===== config.mk =====
export PLATFORM = sky130hd
export DESIGN_NAME = planar_odometry_integrator
export DESIGN_NICKNAME = d
export VERILOG_FILES = /design/src/rtl/poi_pkg.sv /design/src/rtl/planar_odometry_integrator.sv
export VERILOG_INCLUDE_DIRS = /design/src /design/src/rtl
export SDC_FILE = /design/constraint.sdc
export NUM_CORES = 2
export LEC_CHECK = 0
export BUFFER_PORTS_ARGS = -buffer_cell sky130_fd_sc_hd__buf_2
export CAP_MARGIN = 25
export CORE_ASPECT_RATIO = 0.8
export CORE_MARGIN = 2
export CORE_UTILIZATION = 25
export DETAILED_ROUTE_END_ITERATION = 6
export PLACE_DENSITY = 0.5
export REMOVE_ABC_BUFFERS = 1
export SLEW_MARGIN = 0
export SYNTH_ARGS = -nofsm -noshare
export SYNTH_HDL_FRONTEND = slang
export SYNTH_SLANG_ARGS = --single-unit

===== constraint.sdc =====
create_clock -name i_clk -period 9.3 [get_ports i_clk]
set_input_delay 0.465 -clock i_clk [delete_from_list [all_inputs] [get_ports i_clk]]
set_output_delay 0.465 -clock i_clk [all_outputs]
set_load 0.05 [all_outputs]

===== src/rtl/assert_macros.svh =====
// Assertion macros shared by the odometry RTL.
`ifndef ASSERT_MACROS_SVH
`define ASSERT_MACROS_SVH

// Checks a property on every rising clock edge outside reset.
`define POI_ASSERT(label, prop, msg) \
    label: assert property (@(posedge i_clk) disable iff (!i_rst_n) (prop)) else $error(msg);

// Checks that a condition in one cycle is followed by another in the next cycle.
`define POI_ASSERT_NEXT(label, ante, cons, msg) \
    `POI_ASSERT(label, (ante) |=> (cons), msg)

`endif


===== src/rtl/poi_pkg.sv =====
// Package with constants, types and helper functions of the odometry integrator.
package poi_pkg;

    localparam int CORDIC_STEPS  = 16;
    localparam int POS_FRAC_BITS = 16;
    localparam int ATAN_COUNT    = 30;
    localparam int STEP_W        = $clog2(ATAN_COUNT);
    localparam int POS_SHIFT     = 36 - POS_FRAC_BITS;

    localparam logic [STEP_W-1:0] STEP_LAST = STEP_W'(CORDIC_STEPS - 1);

    localparam logic signed [31:0] CORDIC_GAIN_INV = 32'sd652032874;
    localparam logic signed [31:0] RAD_TO_BAM      = 32'sd683565276;
    localparam logic [22:0]        LIMIT_RESET     = 23'd327680;

    localparam int VEL_W   = 24;
    localparam int DT_W    = 20;
    localparam int LIM_W   = 23;
    localparam int POS_W   = 32;
    localparam int ANG_W   = 32;
    localparam int Q_W     = 16;
    localparam int MA_W    = 38;
    localparam int MB_W    = 32;
    localparam int PROD_W  = MA_W + MB_W;
    localparam int ACC_W   = 57;
    localparam int T_W     = 26;
    localparam int DELTA_W = 36;

    typedef enum logic [4:0] {
        S_IDLE = 5'b00001,
        S_FOLD = 5'b00010,
        S_ROT  = 5'b00100,
        S_MUL  = 5'b01000,
        S_DONE = 5'b10000
    } t_state;

    typedef logic [3:0] t_mstep;

    localparam t_mstep MS_VX_COS = 4'd0;
    localparam t_mstep MS_VY_SIN = 4'd1;
    localparam t_mstep MS_VX_SIN = 4'd2;
    localparam t_mstep MS_VY_COS = 4'd3;
    localparam t_mstep MS_TX_DT  = 4'd4;
    localparam t_mstep MS_TY_DT  = 4'd5;
    localparam t_mstep MS_VTH_K  = 4'd6;
    localparam t_mstep MS_W_DT   = 4'd7;
    localparam t_mstep MS_YAW    = 4'd8;

    function automatic logic signed [32:0] atan_bam(input logic [STEP_W-1:0] idx);
        logic signed [32:0] v;
        case (idx)
            5'd0:    v = 33'sd536870912;
            5'd1:    v = 33'sd316933406;
            5'd2:    v = 33'sd167458907;
            5'd3:    v = 33'sd85004756;
            5'd4:    v = 33'sd42667331;
            5'd5:    v = 33'sd21354465;
            5'd6:    v = 33'sd10679838;
            5'd7:    v = 33'sd5340245;
            5'd8:    v = 33'sd2670163;
            5'd9:    v = 33'sd1335087;
            5'd10:   v = 33'sd667544;
            5'd11:   v = 33'sd333772;
            5'd12:   v = 33'sd166886;
            5'd13:   v = 33'sd83443;
            5'd14:   v = 33'sd41722;
            5'd15:   v = 33'sd20861;
            5'd16:   v = 33'sd10430;
            5'd17:   v = 33'sd5215;
            5'd18:   v = 33'sd2608;
            5'd19:   v = 33'sd1304;
            5'd20:   v = 33'sd652;
            5'd21:   v = 33'sd326;
            5'd22:   v = 33'sd163;
            5'd23:   v = 33'sd81;
            5'd24:   v = 33'sd41;
            5'd25:   v = 33'sd20;
            5'd26:   v = 33'sd10;
            5'd27:   v = 33'sd5;
            5'd28:   v = 33'sd3;
            5'd29:   v = 33'sd1;
            default: v = 33'sd0;
        endcase
        return v;
    endfunction

    function automatic logic signed [VEL_W-1:0] limit_chk(
        input logic signed [VEL_W-1:0] v,
        input logic [LIM_W-1:0]        lim
    );
        logic signed [VEL_W:0] vv;
        logic signed [VEL_W:0] ll;
        vv = {v[VEL_W-1], v};
        ll = {2'b00, lim};
        if (vv >= ll || vv <= -ll) begin
            return '0;
        end
        return v;
    endfunction

    function automatic logic signed [POS_W-1:0] sat_add(
        input logic signed [POS_W-1:0]   acc,
        input logic signed [DELTA_W-1:0] delta
    );
        logic signed [DELTA_W:0] sum;
        sum = (DELTA_W + 1)'(acc) + (DELTA_W + 1)'(delta);
        if (sum > (DELTA_W + 1)'(32'sh7FFFFFFF)) begin
            return 32'sh7FFFFFFF;
        end
        if (sum < (DELTA_W + 1)'(-33'sh80000000)) begin
            return 32'sh80000000;
        end
        return sum[POS_W-1:0];
    endfunction

    function automatic logic signed [Q_W-1:0] to_q15(input logic signed [31:0] v);
        logic signed [32:0] t;
        logic signed [17:0] q;
        t = 33'(v) + 33'sd16384;
        q = t[32:15];
        if (q > 18'sd32767) begin
            return 16'sh7FFF;
        end
        if (q < -18'sd32768) begin
            return 16'sh8000;
        end
        return q[Q_W-1:0];
    endfunction

endpackage


===== src/rtl/planar_odometry_integrator.sv =====
// Planar dead-reckoning odometry integrator built around one iterative CORDIC and one multiplier.
//
// Each accepted beat is a body velocity command and its elapsed time. Forward speed and turn
// rate whose magnitude reaches the speed limit register are replaced by zero. The stored
// heading's sine and cosine come from an iterative CORDIC running one rotation per cycle, and a
// single shared multiplier then performs its products in sequence to rotate the velocity,
// scale it by the elapsed time into the saturating x/y position, and advance the wrapping
// heading. A second CORDIC pass at half the new heading gives the quaternion. A new beat is
// taken only in the idle state, after both CORDIC passes and the multiply sequence of the
// previous beat and its move into the output register. A finished result waits in the
// output register while the next beat is taken. The speed limit may be written at any time.
`include "assert_macros.svh"

module planar_odometry_integrator (
    input  logic                                 i_clk,
    input  logic                                 i_rst_n,
    input  logic                                 i_cfg_wr_en,
    input  logic [poi_pkg::LIM_W-1:0]            i_cfg_wr_data,
    input  logic                                 i_in_valid,
    output logic                                 o_in_ready,
    input  logic signed [poi_pkg::VEL_W-1:0]     i_lin_vel_x,
    input  logic signed [poi_pkg::VEL_W-1:0]     i_lin_vel_y,
    input  logic signed [poi_pkg::VEL_W-1:0]     i_turn_rate,
    input  logic [poi_pkg::DT_W-1:0]             i_elapsed,
    output logic                                 o_out_valid,
    input  logic                                 i_out_ready,
    output logic signed [poi_pkg::POS_W-1:0]     o_pose_x,
    output logic signed [poi_pkg::POS_W-1:0]     o_pose_y,
    output logic [poi_pkg::ANG_W-1:0]            o_heading,
    output logic signed [poi_pkg::Q_W-1:0]       o_quat_z,
    output logic signed [poi_pkg::Q_W-1:0]       o_quat_w,
    output logic signed [poi_pkg::VEL_W-1:0]     o_used_vel_x,
    output logic signed [poi_pkg::VEL_W-1:0]     o_used_vel_y,
    output logic signed [poi_pkg::VEL_W-1:0]     o_used_turn_rate
);
    import poi_pkg::*;

    t_state                    r_state, n_state;
    logic                      r_phase, n_phase;
    logic [STEP_W-1:0]         r_i, n_i;
    t_mstep                    r_mstep, n_mstep;
    logic                      r_neg, n_neg;
    logic signed [31:0]        r_x, n_x;
    logic signed [31:0]        r_y, n_y;
    logic signed [32:0]        r_z, n_z;
    logic signed [VEL_W-1:0]   r_vx, n_vx;
    logic signed [VEL_W-1:0]   r_vy, n_vy;
    logic signed [VEL_W-1:0]   r_vth, n_vth;
    logic [DT_W-1:0]           r_dt, n_dt;
    logic signed [PROD_W-1:0]  r_prod, n_prod;
    logic signed [ACC_W-1:0]   r_acc, n_acc;
    logic signed [T_W-1:0]     r_tx, n_tx;
    logic signed [T_W-1:0]     r_ty, n_ty;
    logic signed [POS_W-1:0]   r_pos_x, n_pos_x;
    logic signed [POS_W-1:0]   r_pos_y, n_pos_y;
    logic [ANG_W-1:0]          r_yaw, n_yaw;
    logic [LIM_W-1:0]          r_limit, n_limit;
    logic                      r_out_valid, n_out_valid;
    logic signed [POS_W-1:0]   r_out_pose_x, n_out_pose_x;
    logic signed [POS_W-1:0]   r_out_pose_y, n_out_pose_y;
    logic [ANG_W-1:0]          r_out_heading, n_out_heading;
    logic signed [Q_W-1:0]     r_out_quat_z, n_out_quat_z;
    logic signed [Q_W-1:0]     r_out_quat_w, n_out_quat_w;
    logic signed [VEL_W-1:0]   r_out_vx, n_out_vx;
    logic signed [VEL_W-1:0]   r_out_vy, n_out_vy;
    logic signed [VEL_W-1:0]   r_out_vth, n_out_vth;

    logic signed [31:0]        cos_v, sin_v;
    logic signed [31:0]        x_sh, y_sh;
    logic [ANG_W-1:0]          ang;
    logic signed [32:0]        z0;
    logic signed [MA_W-1:0]    mul_a;
    logic signed [MB_W-1:0]    mul_b;
    logic signed [ACC_W:0]     dsum;
    logic signed [PROD_W-1:0]  psh;
    logic                      in_fire;

    assign in_fire = i_in_valid && o_in_ready;
    assign cos_v   = r_neg ? -r_x : r_x;
    assign sin_v   = r_neg ? -r_y : r_y;
    assign x_sh    = r_x >>> r_i;
    assign y_sh    = r_y >>> r_i;
    assign ang     = r_phase ? {1'b0, r_yaw[ANG_W-1:1]} : r_yaw;
    assign z0      = {ang[ANG_W-1], ang};
    assign psh     = r_prod >>> POS_SHIFT;

    always_comb begin
        mul_a = '0;
        mul_b = '0;
        dsum  = '0;
        case (r_mstep)
            MS_VX_COS: begin
                mul_a = MA_W'(r_vx);
                mul_b = cos_v;
            end
            MS_VY_SIN: begin
                mul_a = MA_W'(r_vy);
                mul_b = sin_v;
            end
            MS_VX_SIN: begin
                mul_a = MA_W'(r_vx);
                mul_b = sin_v;
                dsum  = (ACC_W + 1)'(r_acc) - (ACC_W + 1)'(r_prod[ACC_W-1:0]);
            end
            MS_VY_COS: begin
                mul_a = MA_W'(r_vy);
                mul_b = cos_v;
            end
            MS_TX_DT: begin
                mul_a = MA_W'(r_tx);
                mul_b = MB_W'(r_dt);
                dsum  = (ACC_W + 1)'(r_acc) + (ACC_W + 1)'(r_prod[ACC_W-1:0]);
            end
            MS_TY_DT: begin
                mul_a = MA_W'(r_ty);
                mul_b = MB_W'(r_dt);
            end
            MS_VTH_K: begin
                mul_a = MA_W'(r_vth);
                mul_b = RAD_TO_BAM;
            end
            MS_W_DT: begin
                mul_a = r_prod[53:16];
                mul_b = MB_W'(r_dt);
            end
            default: begin
                mul_a = '0;
                mul_b = '0;
            end
        endcase
    end

    always_comb begin
        n_state       = r_state;
        n_phase       = r_phase;
        n_i           = r_i;
        n_mstep       = r_mstep;
        n_neg         = r_neg;
        n_x           = r_x;
        n_y           = r_y;
        n_z           = r_z;
        n_vx          = r_vx;
        n_vy          = r_vy;
        n_vth         = r_vth;
        n_dt          = r_dt;
        n_prod        = mul_a * mul_b;
        n_acc         = r_acc;
        n_tx          = r_tx;
        n_ty          = r_ty;
        n_pos_x       = r_pos_x;
        n_pos_y       = r_pos_y;
        n_yaw         = r_yaw;
        n_limit       = i_cfg_wr_en ? i_cfg_wr_data : r_limit;
        n_out_valid   = r_out_valid && !i_out_ready;
        n_out_pose_x  = r_out_pose_x;
        n_out_pose_y  = r_out_pose_y;
        n_out_heading = r_out_heading;
        n_out_quat_z  = r_out_quat_z;
        n_out_quat_w  = r_out_quat_w;
        n_out_vx      = r_out_vx;
        n_out_vy      = r_out_vy;
        n_out_vth     = r_out_vth;

        case (r_state)
            S_IDLE: begin
                if (in_fire) begin
                    n_vx    = limit_chk(i_lin_vel_x, r_limit);
                    n_vy    = i_lin_vel_y;
                    n_vth   = limit_chk(i_turn_rate, r_limit);
                    n_dt    = i_elapsed;
                    n_phase = 1'b0;
                    n_state = S_FOLD;
                end
            end
            S_FOLD: begin
                n_x   = CORDIC_GAIN_INV;
                n_y   = '0;
                n_i   = '0;
                n_neg = 1'b0;
                n_z   = z0;
                if (z0 > 33'sh40000000) begin
                    n_z   = z0 - 33'sh80000000;
                    n_neg = 1'b1;
                end else if (z0 < -33'sh40000000) begin
                    n_z   = z0 + 33'sh80000000;
                    n_neg = 1'b1;
                end
                n_state = S_ROT;
            end
            S_ROT: begin
                if (!r_z[32]) begin
                    n_x = r_x - y_sh;
                    n_y = r_y + x_sh;
                    n_z = r_z - atan_bam(r_i);
                end else begin
                    n_x = r_x + y_sh;
                    n_y = r_y - x_sh;
                    n_z = r_z + atan_bam(r_i);
                end
                n_i = r_i + 1'b1;
                if (r_i == STEP_LAST) begin
                    n_mstep = MS_VX_COS;
                    n_state = r_phase ? S_DONE : S_MUL;
                end
            end
            S_MUL: begin
                n_mstep = r_mstep + 1'b1;
                case (r_mstep)
                    MS_VY_SIN: n_acc   = r_prod[ACC_W-1:0];
                    MS_VX_SIN: n_tx    = dsum[55:30];
                    MS_VY_COS: n_acc   = r_prod[ACC_W-1:0];
                    MS_TX_DT:  n_ty    = dsum[55:30];
                    MS_TY_DT:  n_pos_x = sat_add(r_pos_x, psh[DELTA_W-1:0]);
                    MS_VTH_K:  n_pos_y = sat_add(r_pos_y, psh[DELTA_W-1:0]);
                    MS_YAW: begin
                        n_yaw   = r_yaw + r_prod[51:20];
                        n_phase = 1'b1;
                        n_mstep = MS_VX_COS;
                        n_state = S_FOLD;
                    end
                    default: n_acc = r_acc;
                endcase
            end
            S_DONE: begin
                if (!r_out_valid || i_out_ready) begin
                    n_out_valid   = 1'b1;
                    n_out_pose_x  = r_pos_x;
                    n_out_pose_y  = r_pos_y;
                    n_out_heading = r_yaw;
                    n_out_quat_z  = to_q15(sin_v);
                    n_out_quat_w  = to_q15(cos_v);
                    n_out_vx      = r_vx;
                    n_out_vy      = r_vy;
                    n_out_vth     = r_vth;
                    n_state       = S_IDLE;
                end
            end
            default: begin
                n_state = S_IDLE;
            end
        endcase
    end

    always_ff @(posedge i_clk) begin
        if (!i_rst_n) begin
            r_state     <= S_IDLE;
            r_phase     <= 1'b0;
            r_i         <= '0;
            r_mstep     <= MS_VX_COS;
            r_pos_x     <= '0;
            r_pos_y     <= '0;
            r_yaw       <= '0;
            r_limit     <= LIMIT_RESET;
            r_out_valid <= 1'b0;
        end else begin
            r_state     <= n_state;
            r_phase     <= n_phase;
            r_i         <= n_i;
            r_mstep     <= n_mstep;
            r_pos_x     <= n_pos_x;
            r_pos_y     <= n_pos_y;
            r_yaw       <= n_yaw;
            r_limit     <= n_limit;
            r_out_valid <= n_out_valid;
        end
    end

    always_ff @(posedge i_clk) begin
        r_neg         <= n_neg;
        r_x           <= n_x;
        r_y           <= n_y;
        r_z           <= n_z;
        r_vx          <= n_vx;
        r_vy          <= n_vy;
        r_vth         <= n_vth;
        r_dt          <= n_dt;
        r_prod        <= n_prod;
        r_acc         <= n_acc;
        r_tx          <= n_tx;
        r_ty          <= n_ty;
        r_out_pose_x  <= n_out_pose_x;
        r_out_pose_y  <= n_out_pose_y;
        r_out_heading <= n_out_heading;
        r_out_quat_z  <= n_out_quat_z;
        r_out_quat_w  <= n_out_quat_w;
        r_out_vx      <= n_out_vx;
        r_out_vy      <= n_out_vy;
        r_out_vth     <= n_out_vth;
    end

    assign o_in_ready       = (r_state == S_IDLE);
    assign o_out_valid      = r_out_valid;
    assign o_pose_x         = r_out_pose_x;
    assign o_pose_y         = r_out_pose_y;
    assign o_heading        = r_out_heading;
    assign o_quat_z         = r_out_quat_z;
    assign o_quat_w         = r_out_quat_w;
    assign o_used_vel_x     = r_out_vx;
    assign o_used_vel_y     = r_out_vy;
    assign o_used_turn_rate = r_out_vth;

    `POI_ASSERT(a_state_onehot, $onehot(r_state), "State register is not one-hot.")
    `POI_ASSERT_NEXT(a_accept_starts, in_fire, r_state == S_FOLD && !r_phase, "Pass not started.")
    `POI_ASSERT(a_out_from_done, $rose(r_out_valid) |-> $past(r_state) == S_DONE, "Early result.")
    `POI_ASSERT(a_mstep_range, r_state == S_MUL |-> r_mstep <= MS_YAW, "Bad multiply step.")

endmodule


# ---- Yosys cells after proc, flatten, opt, wreduce, memory -nomap -nowiden
# Memories as Yosys holds them, arrays and structs flattened. A register that Yosys moved wholly into a read port is not among the register bits.
# Cells that the tools add are included.
dict set report word_totals {
  regBits 689
  latchBits 0
  mem_bits_rw 0
  mem_bits_ro 1920
  in_bits 120
  output_inout_bits 202
  wordCells 205
  mem_count 2
}
# memory words word_bits rd rd_clocked_by_memory_dff write_ports line
set mem_list {}
lappend mem_list {{(no name shown)} 32 30 1 1 0 poi_pkg.sv:51} ;# case (idx)
lappend mem_list {{(no name shown)} 32 30 1 1 0 poi_pkg.sv:51}
dict set report classes {
  addsub 20
  n_mul 1
  div 0
  n_lt_le_gt_ge 14
  n_eq_ne 18
  n_shift 2
  n_mux 92
  bitwise_logic 0
  reduce_logical 27
}
# cell n
set ops {}
lappend ops {{two-way mux 32 bit} 13}
lappend ops {{two-way mux 33 bit} 7}
lappend ops {{case mux 38 bit (6 select lines)} 1}
lappend ops {{two-way mux 16 bit} 8}
lappend ops {{case mux 32 bit (2 select lines)} 2}
lappend ops {{case mux 32 bit (4 select lines)} 1}
lappend ops {{adder 32 bit} 3}
lappend ops {{two-way mux 24 bit} 4}
lappend ops {{adder 32 x 36 -> 37 bit} 2}
lappend ops {{> comparator 37 x 32 -> 1 bit (second input constant)} 2}
lappend ops {{less-than comparator 37 x 32 -> 1 bit (second input constant)} 2}
lappend ops {{adder 32 x 16 -> 33 bit (second input constant)} 2}
lappend ops {{case mux 33 bit (2 select lines)} 1}
lappend ops {{negation 32 bit} 2}
lappend ops {{>>> shifter 32 x 5 -> 32 bit} 2}
lappend ops {{subtractor 32 bit} 2}
lappend ops {{adder 56 bit} 1}
lappend ops {{multiplier 38 x 32 -> 56 bit} 1}
lappend ops {{two-way mux 56 bit} 1}
lappend ops {{subtractor 56 bit} 1}
lappend ops {{less-or-equal comparator 24 x 25 -> 1 bit} 2}
lappend ops {{greater-or-equal comparator 24 bit} 2}
lappend ops {{two-way mux 5 bit} 9}
lappend ops {{two-way mux 1 bit} 39}
lappend ops {{other kinds (37)} 64}

# ---- Longest topological paths before layout
dict set report depth {
  ltp_word 12
  mapped_depth 39
  ltp_nobuf 35
}

# ---- Worst setup path before layout
# No wires, ideal clock.
dict set report synth_path {
  path_kind {reg2reg}
  start {register r_state[0]}
  end {register r_out_heading[0], in the netlist o_heading[0] (enable)}
  arrival_time_ns 9.415
  setup_slack_ns -0.899
  path_stages_with_launch 4
  path_cell_list {dfxtp_1 -> nor2_1 -> nand3_1 -> nor2b_1}
}
dict set report synth_between {
  elab_chain_cells 2
}
# element line
set synth_rtl {}
lappend synth_rtl {{start: declaration} planar_odometry_integrator.sv:38} ;# t_state r_state, n_state;
lappend synth_rtl {{start signal: assignment} planar_odometry_integrator.sv:256} ;# r_state <= n_state;
lappend synth_rtl {{== test 5 bit} planar_odometry_integrator.sv:164} ;# case (r_state)
lappend synth_rtl {{AND reduction 2 bit (no line)} n/a}
lappend synth_rtl {{end signal: assignment} planar_odometry_integrator.sv:283} ;# r_out_heading <= n_out_heading;
lappend synth_rtl {{end: declaration} planar_odometry_integrator.sv:61} ;# logic [ANG_W-1:0] r_out_heading, n_out_heading;
# No other way between the ends.
# A chain may end at the register's enable or synchronous reset.

# ---- Final worst setup path
dict set report layout_path {
  start {register r_x[8]}
  end {register r_prod[51]}
}
dict set report layout_between {
  elab_chain_cells 4
}
# element line
set layout_rtl {}
lappend layout_rtl {{start: declaration} planar_odometry_integrator.sv:43} ;# logic signed [31:0] r_x, n_x;
lappend layout_rtl {{start signal: assignment} planar_odometry_integrator.sv:270} ;# r_x <= n_x;
lappend layout_rtl {{negation 32 bit} planar_odometry_integrator.sv:79} ;# assign cos_v = r_neg ? -r_x : r_x;
lappend layout_rtl {{two-way mux 32 bit (*)} planar_odometry_integrator.sv:79}
lappend layout_rtl {{case mux 32 bit (4 select lines) (*)} planar_odometry_integrator.sv:91} ;# case (r_mstep)
lappend layout_rtl {{multiplier 38 x 32 -> 56 bit (*)} planar_odometry_integrator.sv:146} ;# n_prod = mul_a * mul_b;
lappend layout_rtl {{named net n_prod[51]} planar_odometry_integrator.sv:50} ;# logic signed [PROD_W-1:0] r_prod, n_prod;
lappend layout_rtl {{end signal: assignment} planar_odometry_integrator.sv:277} ;# r_prod <= n_prod;
lappend layout_rtl {{end: declaration} planar_odometry_integrator.sv:50}
# Mark *: on every way through the listed nets, which the timed path passes. The rest lies on a longest branch.

==> run summary <==
The global routing usage summed across all routing layers is 0.188. Clock tree synthesis found a total of 719 sinks. The number of different library cells used by synthesis comes to 101. The slew at the pin closest to its max-slew limit came out at 1.10 ns.

The hold violation total from the final report came out at 0. The die boundary height came out at 521 um. The number of global-route vias before repair came out at 68700.

The core footprint is 332000 um2. After synthesis the netlist holds a flip-flop and latch count of 719. The weighted congestion reported at the end of routability-driven placement came out at between 0.9 and 1. The gate count of the mapped netlist came out at approximately 8900. The wire length per cell after detailed routing came out at 22.4 um.

The fraction of layout cells with a size suffix above 1 is 0.188. The number of antenna violations at the first check in global routing is 19. The width of the die came out at approximately 650 um. The critical path starts at r_x[8]. The detail route stage leaves a number of antenna-violating nets equal to 0. The net total in the final layout is 11700. The class of the tightest hold or removal check is input port to register. For this design, the slowest cell found on the critical path is sky130_fd_sc_hd__fa_2. After detailed placement, the design holds a cell count of ~14000.

The dominant combinational cell family by area after synthesis is adder cells. The HPWL after detailed placement is 264 mm. The first-pass GRT wire length is 476 mm.

The number of H-tree branching levels came out at 3. Setup repair after global routing could not meet its margin everywhere. By area the synthesized netlist is led by sky130_fd_sc_hd__fa_1, sky130_fd_sc_hd__edfxtp_1, sky130_fd_sc_hd__ha_1.

The portion of synthesized area spent on multiplexers is 0.0393. The root buffer cell is sky130_fd_sc_hd__clkbuf_16. The top fanout value on the critical path is 9. Of the total synthesized cell area, the portion taken by full adders, half adders and majority gates is 0.337.

The count of TritonRoute iterations in the first routing pass is 6. During I/O placement, the number of pins put on the boundary was 322. During synthesis, Yosys emitted a total of 0 warnings.

The fraction of synthesized cell area in xor and xnor cells came out at 0.0538. The synthesized area per cell came out at between 9 and 10 um2. The area added between synthesis and finish is 23.8%. By instance count, the leading cell after synthesis is sky130_fd_sc_hd__inv_1. The number of non-filler instances in the completed layout is 14400. The max-cap violation count is 0. The detailed-route via count is 69800. The number of input and output port buffers inserted came out at 321.

The final non-filler cell area came out at 103000 um2. The critical path class is register to register. The final reports fail on setup timing. The part of the cycle the worst path needs came out at 1.03. The post-synthesis compound-gate area fraction came to 0.124. The clock passes through at most 4 buffers.

After global routing the overflow that remains totals 0. Of the post-synthesis cell area, the dominant cell type holds 0.255. Among the stages of the critical path, the cell type that occurs most often is sky130_fd_sc_hd__fa_1.

The clock latency of the later-clocked register in the worst-skew pair came out at 0.85 ns. The number of enable flip-flop cells after synthesis is 498. The worst-case clock skew is 0.0639 ns. Of the total synthesized cell area, the portion taken by AND, OR, NAND and NOR gates is 0.139. TritonCTS built the clock tree.

The number of cell rows came out at 189. In this design, the stage delay of the slowest critical-path cell is 0.65 ns. The smallest setup slack after layout came out at -0.284 ns. In this run the critical register-to-register path is launched from r_x[8].

The synthesized design spends more area on one cell type than any other, namely sky130_fd_sc_hd__fa_1. The die area came out at 339000 um2. In the synthesized netlist the dominant register cell turns out to be sky130_fd_sc_hd__edfxtp_1. The clock slew at the register clock pins of the worst setup and hold paths came out at 0.06 ns. The number of design rule violations left after detail routing came out at 0. The flow ran to the end, but the final reports show violations.

Entering global routing, the biggest net connects around 110 pins. After detailed routing, the total wire length is around 320 mm. The initial core utilization came out at 0.252. After the first detailed-routing iteration, the DRC count stood at 7051. The number of buffers inserted during clock tree synthesis came out at 91. The critical path capture point type is a register. The shortest period the worst path allows came out at 9.58 ns. Data arrives at the worst endpoint at 10.26 ns.

The async set or reset register ratio after synthesis came out at 0. The required time of the critical path came out at 9.98 ns. The placed instance area is 97800 um2. The via density per instance came out at 4.84. By count the netlist is led by sky130_fd_sc_hd__inv_1, sky130_fd_sc_hd__fa_1, sky130_fd_sc_hd__nand2_1. The upper clock frequency limit came out at between 100 and 150 MHz.

The final max-slew violation count was 0. The startpoint identified for the worst hold timing path is i_lin_vel_x[7]. The number of endpoints failing setup at the final stage came out at 8. The worst pin sits at a relative slew slack of 0.268.

For this run, the register share of the synthesized area comes to 0.232. The worst setup path is launched from a register. After synthesis the cells add up to 83600 um2.
==> flip-flops by register name (all words and copies together), names as in the netlist, 26 cells and up, named ones only <==
signal	flops
r_yaw	32
r_pos_x	32
r_pos_y	32
r_tx	26
o_pose_x	32
o_pose_y	32
r_acc	56
r_ty	26
r_y	32
r_prod	56
o_heading	32
r_x	32
r_z	33
==> stage by stage <==
step	setup TNS (ns)	hold WS (ns)	util	worst slack, ns
after global placement	-8.82	0.433	0.294	-0.822
after floorplan	-212.79	0.422	-	-1.70
after CTS	-0.915	0.000730	0.310	-0.229
after global routing	-4.09	0.0435	0.312	-0.562
final	-1.56	0.0568	0.312	-0.284
after detailed placement	-8.66	0.433	0.294	-0.815
==> kinds of logic after synthesis <==
| kind of cell | after synthesis |
|---|---|
| buffers and inverters | 1654 |
| xor gates and xnor gates | 511 |
| AOI/OAI and AO/OA | 1561 |
| DFF | 719 |
| muxes | 206 |
| adders and majority gates | 1613 |
| and+or+nand+nor | 2620 |
==> critical path, delay by kind of cell, from the launching register on <==
kind	cells	cell delay (ns)
XOR/XNOR	1	0.30
adder cells (fa/ha/maj)	9	4.37
buffers and inverters	5	0.70
AO/OA/AOI/OAI	8	1.60
AND/OR/NAND/NOR	7	2.07
flip-flops	1	0.41
==> final timing paths <==
kind	endpoint	slack [ns]	depth (start not counted)
hold / removal	r_vx[7]	0.06	3
setup / recovery	r_prod[51]	-0.28	30
hold reg to reg	o_used_vel_x[9]	0.44	0
setup reg to reg	r_prod[51]	-0.28	30
==> area by class of cell <==
type | count | area, um2
well taps | 4393 | 5500
flip-flops and latches | 719 | 19400
repair buffers | 1434 | 11800
diodes | 1 | 2.50
multi-input cells | 6511 | 59300
fillers | 34800 | 229000
inverters | 1217 | 4570
clock buffers | 119 | 2500
clock inverters | 44 | 470
==> layout by cell type (no fill, tap or decap), drive strengths merged, types with 44 or more instances in the layout <==
master / instances
o21bai: 50
a21o: 175
xor2: 211
nand3: 91
inv: 1223
dlygate4sd3: 96
nor3: 156
nand2b: 49
and2: 49
and3: 52
or3: 62
a22o: 72
fa: 1065
xnor2: 299
mux2i: 93
nor2: 826
a211oi: 54
nor2b: 52
edfxtp: 498
ha: 548
mux4: 96
nand4: 56
nand2: 1050
dfxtp: 221
a31oi: 53
o21ai: 269
o31ai: 44
o21a: 94
clkbuf: 121
a21oi: 451
buf: 1336
==> layer usage <==
layer	vias to the layer above	GRT usage	wire, um
met5	-	0	151
met4	17	0.0502	9870
met3	409	0.0477	32300
met2	2764	0.267	130000
met1	34700	0.280	151000
li1	31900	-	-
==> timing repair <==
| item | in CTS | in global routing |
|---|---|---|
| hold buffers | 96 | 0 |
| setup endpoints to repair | 26 | 25 |
| pin swaps | 63 | 47 |
| resized for setup | 150 | 97 |
| endpoints found under the hold margin | 96 | 0 |
| gates cloned | 1 | 1 |
| buffers inserted | 60 | 12 |
Power is not shown: default switching activity piles up to over one toggle a cycle in this logic, so the estimate is an artifact.
